## src/sv/spk_pkg.sv

```systemverilog
// ---------------------------------------------------------------------------
// spk_pkg: shared types and constants for the Speck64/128 block cipher
// Word width, rotation amounts, default round count and the round mode code
// used by the sequencer and the shared round unit.
// ---------------------------------------------------------------------------
package spk_pkg;

    localparam int WORD_W         = 32;
    localparam int NUM_ROUNDS_DEF = 27;
    localparam int NUM_KEY_WORDS  = 4;

    // Rotation amounts of the Speck64 round (all as left rotations)
    localparam int ROT_ALPHA_L     = 24;
    localparam int ROT_BETA_L      = 3;
    localparam int ROT_BETA_INV_L  = 29;
    localparam int ROT_ALPHA_INV_L = 8;

    typedef enum logic
    {
        MODE_ENC = 1'b0,
        MODE_DEC = 1'b1
    } round_mode_t;

    typedef enum logic [1:0]
    {
        ST_IDLE,
        ST_EXPAND,
        ST_RUN
    } state_t;

    typedef enum logic [1:0]
    {
        REG_KEY0 = 2'd0,
        REG_KEY1 = 2'd1,
        REG_KEY2 = 2'd2,
        REG_KEY3 = 2'd3
    } reg_idx_t;

    function automatic logic [WORD_W-1:0] rotl(input logic [WORD_W-1:0] v, input int s);
        logic [2*WORD_W-1:0] dbl;
        dbl = {v, v} << s;
        return dbl[2*WORD_W-1:WORD_W];
    endfunction

endpackage

```

## src/sv/spk_round.sv

```systemverilog
// ---------------------------------------------------------------------------
// spk_round: shared Speck64 round unit
// One encrypt or decrypt round on a word pair with a given round key. Used
// both for key expansion and for block processing.
// ---------------------------------------------------------------------------
module spk_round
    import spk_pkg::*;
(
    input  round_mode_t       mode,
    input  logic [WORD_W-1:0] hi_in,
    input  logic [WORD_W-1:0] lo_in,
    input  logic [WORD_W-1:0] round_key,
    output logic [WORD_W-1:0] hi_out,
    output logic [WORD_W-1:0] lo_out
);

    logic [WORD_W-1:0] enc_hi;
    logic [WORD_W-1:0] enc_lo;
    logic [WORD_W-1:0] dec_lo;
    logic [WORD_W-1:0] dec_diff;

    // Forward round: rotate high right by 8, add low, mix key
    assign enc_hi = (rotl(hi_in, ROT_ALPHA_L) + lo_in) ^ round_key;
    assign enc_lo = rotl(lo_in, ROT_BETA_L) ^ enc_hi;

    // Inverse round: undo the low mix, then subtract and rotate back
    assign dec_lo   = rotl(lo_in ^ hi_in, ROT_BETA_INV_L);
    assign dec_diff = (hi_in ^ round_key) - dec_lo;

    always_comb
    begin
        unique case (mode)
            MODE_ENC:
            begin
                hi_out = enc_hi;
                lo_out = enc_lo;
            end
            MODE_DEC:
            begin
                hi_out = rotl(dec_diff, ROT_ALPHA_INV_L);
                lo_out = dec_lo;
            end
            default:
            begin
                hi_out = enc_hi;
                lo_out = enc_lo;
            end
        endcase
    end

endmodule

```

## src/sv/spk_key_ram.sv

```systemverilog
// ---------------------------------------------------------------------------
// spk_key_ram: round key store
// One write port filled by the key expansion, one read port with registered
// read data feeding the round unit.
// ---------------------------------------------------------------------------
module spk_key_ram
    import spk_pkg::*;
#(
    parameter int DEPTH = NUM_ROUNDS_DEF,
    parameter int AW    = $clog2(NUM_ROUNDS_DEF)
)
(
    input  logic              clk,
    input  logic              wr_en,
    input  logic [AW-1:0]     wr_addr,
    input  logic [WORD_W-1:0] wr_data,
    input  logic [AW-1:0]     rd_addr,
    output logic [WORD_W-1:0] rd_data
);

    logic [WORD_W-1:0] mem [DEPTH];

    // Store a round key
    always_ff @(posedge clk)
    begin
        if (wr_en)
        begin
            mem[wr_addr] <= wr_data;
        end
    end

    // Registered read
    always_ff @(posedge clk)
    begin
        rd_data <= mem[rd_addr];
    end

endmodule

```

## src/sv/speck64_128_block_cipher.sv

```systemverilog
// An accepted block runs its rounds in ST_RUN and then shows on m_tvalid from the output register.
// One round per cycle on the shared round unit, except that a full output register holds the
// last round until the result transfer; the next block is transferred only in ST_IDLE, so a
// new block is not taken before the last one has left ST_RUN.
// Reset and every key write rerun the key expansion (a key load in ST_IDLE, then NUM_ROUNDS
// expansion rounds), during which s_tready stays low; the reset key is all zeros.
// ---------------------------------------------------------------------------
// speck64_128_block_cipher: Speck64/128 encrypt/decrypt engine
// APB key registers, a key expansion sequencer and an iterative block datapath
// sharing one round unit, with an output register towards the master side.
// ---------------------------------------------------------------------------
module speck64_128_block_cipher
    import spk_pkg::*;
#(
    parameter int NUM_ROUNDS = NUM_ROUNDS_DEF
)
(
    input  logic        clk,
    input  logic        rst_n,
    // APB configuration port
    input  logic        psel,
    input  logic        penable,
    input  logic        pwrite,
    input  logic [3:0]  paddr,
    input  logic [31:0] pwdata,
    output logic [31:0] prdata,
    output logic        pready,
    // Input stream
    input  logic        s_tvalid,
    output logic        s_tready,
    input  logic [63:0] s_tdata,   // [31:0] block_low, [63:32] block_high
    input  logic        s_tuser,   // [0] command
    // Output stream
    output logic        m_tvalid,
    input  logic        m_tready,
    output logic [63:0] m_tdata    // [31:0] result_low, [63:32] result_high
);

    localparam int CW = $clog2(NUM_ROUNDS);
    localparam logic [CW-1:0] LAST_IDX = CW'(NUM_ROUNDS - 1);

    state_t            state_reg, state_next;
    logic [CW-1:0]     cnt_reg, cnt_next;
    round_mode_t       mode_reg, mode_next;
    logic              pend_reg, pend_next;
    logic [WORD_W-1:0] hi_reg, hi_next;
    logic [WORD_W-1:0] lo_reg, lo_next;
    logic [WORD_W-1:0] s1_reg, s1_next;
    logic [WORD_W-1:0] s2_reg, s2_next;
    logic              out_valid_reg, out_valid_next;
    logic [WORD_W-1:0] out_lo_reg, out_lo_next;
    logic [WORD_W-1:0] out_hi_reg, out_hi_next;
    logic [WORD_W-1:0] key_reg [NUM_KEY_WORDS];

    logic              cfg_wr;
    reg_idx_t          cfg_idx;
    logic              ram_we;
    logic [CW-1:0]     rd_addr;
    logic [WORD_W-1:0] round_key;
    round_mode_t       unit_mode;
    logic [WORD_W-1:0] unit_k;
    logic [WORD_W-1:0] unit_hi;
    logic [WORD_W-1:0] unit_lo;
    logic              last_round;

    // APB access decode
    assign pready  = 1'b1;
    assign cfg_wr  = psel && penable && pwrite && pready;
    assign cfg_idx = reg_idx_t'(paddr[3:2]);
    assign prdata  = key_reg[cfg_idx];

    // Key registers
    always_ff @(posedge clk or negedge rst_n)
    begin
        if (!rst_n)
        begin
            for (int i = 0; i < NUM_KEY_WORDS; i++)
            begin
                key_reg[i] <= '0;
            end
        end
        else if (cfg_wr)
        begin
            key_reg[cfg_idx] <= pwdata;
        end
    end

    // Round key store
    spk_key_ram #(
        .DEPTH (NUM_ROUNDS),
        .AW    (CW)
    ) u_key_ram (
        .clk     (clk),
        .wr_en   (ram_we),
        .wr_addr (cnt_reg),
        .wr_data (lo_reg),
        .rd_addr (rd_addr),
        .rd_data (round_key)
    );

    // Shared round unit
    spk_round u_round (
        .mode      (unit_mode),
        .hi_in     (hi_reg),
        .lo_in     (lo_reg),
        .round_key (unit_k),
        .hi_out    (unit_hi),
        .lo_out    (unit_lo)
    );

    assign last_round = (cnt_reg == LAST_IDX);

    // Prefetch the key for the round that runs next cycle
    assign rd_addr = (mode_next == MODE_DEC) ? (LAST_IDX - cnt_next) : cnt_next;

    // Stream handshakes
    assign s_tready = (state_reg == ST_IDLE) && !pend_reg;
    assign m_tvalid = out_valid_reg;
    assign m_tdata  = {out_hi_reg, out_lo_reg};

    // Sequencer: next state and datapath control
    always_comb
    begin
        state_next     = state_reg;
        cnt_next       = cnt_reg;
        mode_next      = mode_reg;
        pend_next      = pend_reg;
        hi_next        = hi_reg;
        lo_next        = lo_reg;
        s1_next        = s1_reg;
        s2_next        = s2_reg;
        out_valid_next = out_valid_reg;
        out_lo_next    = out_lo_reg;
        out_hi_next    = out_hi_reg;
        ram_we         = 1'b0;
        unit_mode      = MODE_ENC;
        unit_k         = round_key;

        // Drop the result once transferred
        if (m_tvalid && m_tready)
        begin
            out_valid_next = 1'b0;
        end

        unique case (state_reg)
            ST_IDLE:
            begin
                cnt_next = '0;
                if (pend_reg)
                begin
                    // Load the key: low word is the first round key
                    lo_next    = key_reg[REG_KEY0];
                    hi_next    = key_reg[REG_KEY1];
                    s1_next    = key_reg[REG_KEY2];
                    s2_next    = key_reg[REG_KEY3];
                    mode_next  = MODE_ENC;
                    pend_next  = 1'b0;
                    state_next = ST_EXPAND;
                end
                else if (s_tvalid)
                begin
                    mode_next  = round_mode_t'(s_tuser);
                    lo_next    = s_tdata[31:0];
                    hi_next    = s_tdata[63:32];
                    state_next = ST_RUN;
                end
            end
            ST_EXPAND:
            begin
                // Store current key, advance schedule with rotating words
                ram_we  = 1'b1;
                unit_k  = WORD_W'(cnt_reg);
                lo_next = unit_lo;
                hi_next = s1_reg;
                s1_next = s2_reg;
                s2_next = unit_hi;
                if (last_round)
                begin
                    cnt_next   = '0;
                    state_next = ST_IDLE;
                end
                else
                begin
                    cnt_next = cnt_reg + 1'b1;
                end
            end
            ST_RUN:
            begin
                unit_mode = mode_reg;
                // Hold the final round while the output register is still full
                if (!(last_round && out_valid_reg && !m_tready))
                begin
                    hi_next = unit_hi;
                    lo_next = unit_lo;
                    if (last_round)
                    begin
                        out_lo_next    = unit_lo;
                        out_hi_next    = unit_hi;
                        out_valid_next = 1'b1;
                        cnt_next       = '0;
                        state_next     = ST_IDLE;
                    end
                    else
                    begin
                        cnt_next = cnt_reg + 1'b1;
                    end
                end
            end
            default:
            begin
                state_next = ST_IDLE;
            end
        endcase

        // A key write always schedules a fresh expansion
        if (cfg_wr)
        begin
            pend_next = 1'b1;
        end
    end

    // Control state
    always_ff @(posedge clk or negedge rst_n)
    begin
        if (!rst_n)
        begin
            state_reg     <= ST_IDLE;
            cnt_reg       <= '0;
            mode_reg      <= MODE_ENC;
            pend_reg      <= 1'b1;
            out_valid_reg <= 1'b0;
        end
        else
        begin
            state_reg     <= state_next;
            cnt_reg       <= cnt_next;
            mode_reg      <= mode_next;
            pend_reg      <= pend_next;
            out_valid_reg <= out_valid_next;
        end
    end

    // Datapath registers
    always_ff @(posedge clk)
    begin
        hi_reg     <= hi_next;
        lo_reg     <= lo_next;
        s1_reg     <= s1_next;
        s2_reg     <= s2_next;
        out_lo_reg <= out_lo_next;
        out_hi_reg <= out_hi_next;
    end

    // A block is never taken while an expansion is owed
    a_no_accept_pending: assert property (@(posedge clk) disable iff (!rst_n)
        s_tready |-> !pend_reg)
        else $error("block accepted with key expansion pending");

    // An accepted block starts at round zero
    a_accept_starts_run: assert property (@(posedge clk) disable iff (!rst_n)
        (s_tvalid && s_tready) |=> (state_reg == ST_RUN && cnt_reg == '0))
        else $error("accepted block did not start at round zero");

    // A key write always leads to a new expansion
    a_write_marks_pending: assert property (@(posedge clk) disable iff (!rst_n)
        cfg_wr |=> pend_reg)
        else $error("key write did not schedule expansion");

    // Round counter stays within the key store
    a_cnt_in_range: assert property (@(posedge clk) disable iff (!rst_n)
        (state_reg == ST_EXPAND || state_reg == ST_RUN) |-> (cnt_reg <= LAST_IDX))
        else $error("round counter out of range");

endmodule

```

## config.mk

```make
export PLATFORM = sky130hd
export DESIGN_NAME = speck64_128_block_cipher
export DESIGN_NICKNAME = d
export VERILOG_FILES = /design/src/sv/spk_pkg.sv /design/src/sv/spk_round.sv /design/src/sv/spk_key_ram.sv /design/src/sv/speck64_128_block_cipher.sv
export SDC_FILE = /design/constraint.sdc
export NUM_CORES = 2
export LEC_CHECK = 0
export ABC_AREA = 1
export BUFFER_PORTS_ARGS = -buffer_cell sky130_fd_sc_hd__buf_2
export CAP_MARGIN = 20
export CELL_PAD_IN_SITES_DETAIL_PLACEMENT = 0
export CELL_PAD_IN_SITES_GLOBAL_PLACEMENT = 1
export CORE_ASPECT_RATIO = 1.2
export CORE_MARGIN = 2
export CORE_UTILIZATION = 40
export DETAILED_ROUTE_END_ITERATION = 8
export HOLD_SLACK_MARGIN = 0.12
export PLACE_DENSITY = 0.7
export SLEW_MARGIN = 10
export SYNTH_ARGS = -nofsm -noshare
export SYNTH_HDL_FRONTEND = slang
export SYNTH_HIERARCHICAL = 1
export SYNTH_SLANG_ARGS = --single-unit
```

## constraint.sdc

```tcl
create_clock -name clk -period 6.8 [get_ports clk]
set_input_delay 0.68 -clock clk [delete_from_list [all_inputs] [get_ports clk]]
set_output_delay 0.68 -clock clk [all_outputs]
set_load 0.02 [all_outputs]
```

==> metrics <==
status complete, no violations; die width 346 um; CTS tree built; RSZ-0062 raised after global routing no; vias in the first global route 39100; multi-input logic area 0.0180 mm^2; first-pass GRT wire length 257000 um; Max Cap Viol 0; Post-CTS Resized 0; Nets 5926; Max Buffers Root-to-Sink 3; most area-consuming cells after synthesis edfxtp_1 56%, nand2_1 12%, nand3_1 6.2%; row cnt 150; WL/cell 22.8 um; CTS sink cnt 1226; IO Pins 207; r2r startpoint state_reg[1]; Hold Crit Start pwdata[5]; synth warn 6; port bufs 203; Final Routed Wirelength 175000 um; core area 0.139 mm^2; Mapped Cells 5612; CP Data Arrival Time 5.32 ns; final-report hold violation count 0; grt ovf 0; H-tree Lvls 3; fin worst setup slack 1.95 ns; Final min period 4.85 ns; largest net degree at the start of global routing 189; Synth top area share 56.4%; crit path launch state_reg[1]; initial antenna violation count 4; die area 0.144 mm^2; Reg clk slew, reported paths 0.06 ns; Hold-fix buffers, CTS 4; Max Freq 0.206 GHz; hold path endpoint key_reg[37]; most frequent cells in the layout 1847 x nand2_1, 1056 x edfxtp_1, 697 x nand3_1, 366 x inv_1, 257 x a21oi_1; register area share after synthesis 63.7%; crit path max fanout 35; Largest register FFs 864; GPL Wtd Cong 0.930; Post-CTS Setup Bufs 0; Hold Path Depth 3; CTS Buf Count 116; GRT Total Usage 23.9%; total negative slack 0 ns; clk_lat worst skew 0.76 ns; commonest non-fill, non-tap cell in the layout nand2_1; mean number of vias per cell 5.31; fillers 13100; Net Count, Synth 5791; Hold Crit Class primary input to flop; Slew HR 26.2%; Yosys reg bits 1226; startpoint type of the worst setup path flop; worst r2r path cells 18; flop2flop setup slack 1.95 ns; Avg Synthesized Cell Area 10.0 um^2; R2R Path End hi_reg[18]; # setup viols final 0; 1st-iter DRT viols 3150; final max-slew violation count 0; clk_skew 0.0419 ns; leading area contributor after synthesis edfxtp_1; critical path type flop to flop; DP HPWL 108000 um; nature of the critical path endpoint flop; Initial Util 40.3%; DRC 0; Netlist cell types 49; CTS root buf clkbuf_16; Top FF cell, synth edfxtp_1; DP Worst Slack 2.00 ns; Layout area overhead 12.9%; ys async rst share 11.3%; layout cell share with drive strength beyond 1 10.1%; Antenna Nets Post-Route 0; Syn Std Cell Area 0.0562 mm^2; via count 40800; final worst path period share 71.3%; Slew @ Worst Pin 1.11 ns; register area 0.0358 mm^2; Post-synth EDFFs 1056; Critical Path RT 7.28 ns; chip height 415 um; DRT Pass-1 Iters 6
-- synth_stat cells, drive strengths merged (6+ instances only) --
cell    instances
a21boi          7
a21o            6
a21oi         258
a221oi         32
a22oi          33
buf           164
clkbuf        127
dfrtp         137
dfxtp          32
edfxtp       1056
ha             69
inv           383
nand2        1867
nand3         705
nand3b         21
nand4          12
nor2          222
nor3           11
o211ai         15
o21a           10
o21ai         254
o21bai          6
o221ai         32
or2            14
xnor2          37
xor2           95
-- layout make-up --
cell class,count,share of cell area [%]
sequential,1226,56.4
multi-input combinational,3711,28.3
clock buffer,152,5.01
tap,1824,3.60
timing repair buffer,308,3.27
inverter,384,2.31
clock inverter,69,1.09
antenna,3,0.0118
-- critical path, stage by stage, from the launching register on --
cell and delay (ns):
dfrtp_1 0.40, inv_1 0.13, ha_4 0.50, inv_1 0.32, o21ai_0 0.42, xnor2_1 0.18, ha_1 0.17, inv_1 0.08
fa_1 0.46, nand2_1 0.09, nand2_1 0.06, o21ai_1 0.19, o21ai_2 0.12, nand2_1 0.07, nand2_1 0.08, xnor2_1 0.49
a21boi_0 0.37, a221oi_1 0.34, a21oi_1 0.08
-- worst max path at each step --
| stage | endpoint | slack (ns) |
|---|---|---|
| CTS | hi_reg[4] | 1.96 |
| floorplan | s1_reg[0] | 0.34 |
| detailed placement | hi_reg[4] | 2.00 |
| finish | hi_reg[18] | 1.95 |
| global route | hi_reg[4] | 1.65 |
| global placement | hi_reg[4] | 2.06 |
-- logic make-up (layout without fill, tap and decap cells) --
| logic type | after synthesis | count (layout) | synth area share (%) |
|---|---|---|---|
| AND/OR/NAND/NOR | 2854 | 2854 | 21.2 |
| adder cells (fa/ha/maj) | 71 | 71 | 1.61 |
| flip-flops | 1226 | 1226 | 63.7 |
| XOR/XNOR | 132 | 132 | 2.10 |
| buffers and inverters | 675 | 913 | 4.86 |
| AO/OA/AOI/OAI | 653 | 653 | 6.60 |
| other | 1 | 4 | 0.00667 |
-- per-layer routing --
metal,vias up,part of all wire [%],GRT usage [%]
met5,-,0.015,0
li1,19400,-,-
met4,4,3.9,9.73
met3,297,4.8,2.43
met2,1189,51,41.8
met1,19900,41,30.3
-- through the flow --
| stage | utilization, % | instance area (um^2) | instances | hold slack, ns |
|---|---|---|---|---|
| floorplan | - | 56200 | 5612 | 0.384 |
| global placement | 42.6 | 59300 | 7440 | 0.491 |
| detailed placement | 42.6 | 59400 | 7441 | 0.502 |
| CTS | 45.4 | 63300 | 7666 | 0.121 |
| global route | 45.5 | 63500 | 7674 | 0.168 |
| finish | 45.5 | 63500 | 7677 | 0.176 |
Power is not shown: default switching activity piles up to over one toggle a cycle in this logic, so the estimate is an artifact.
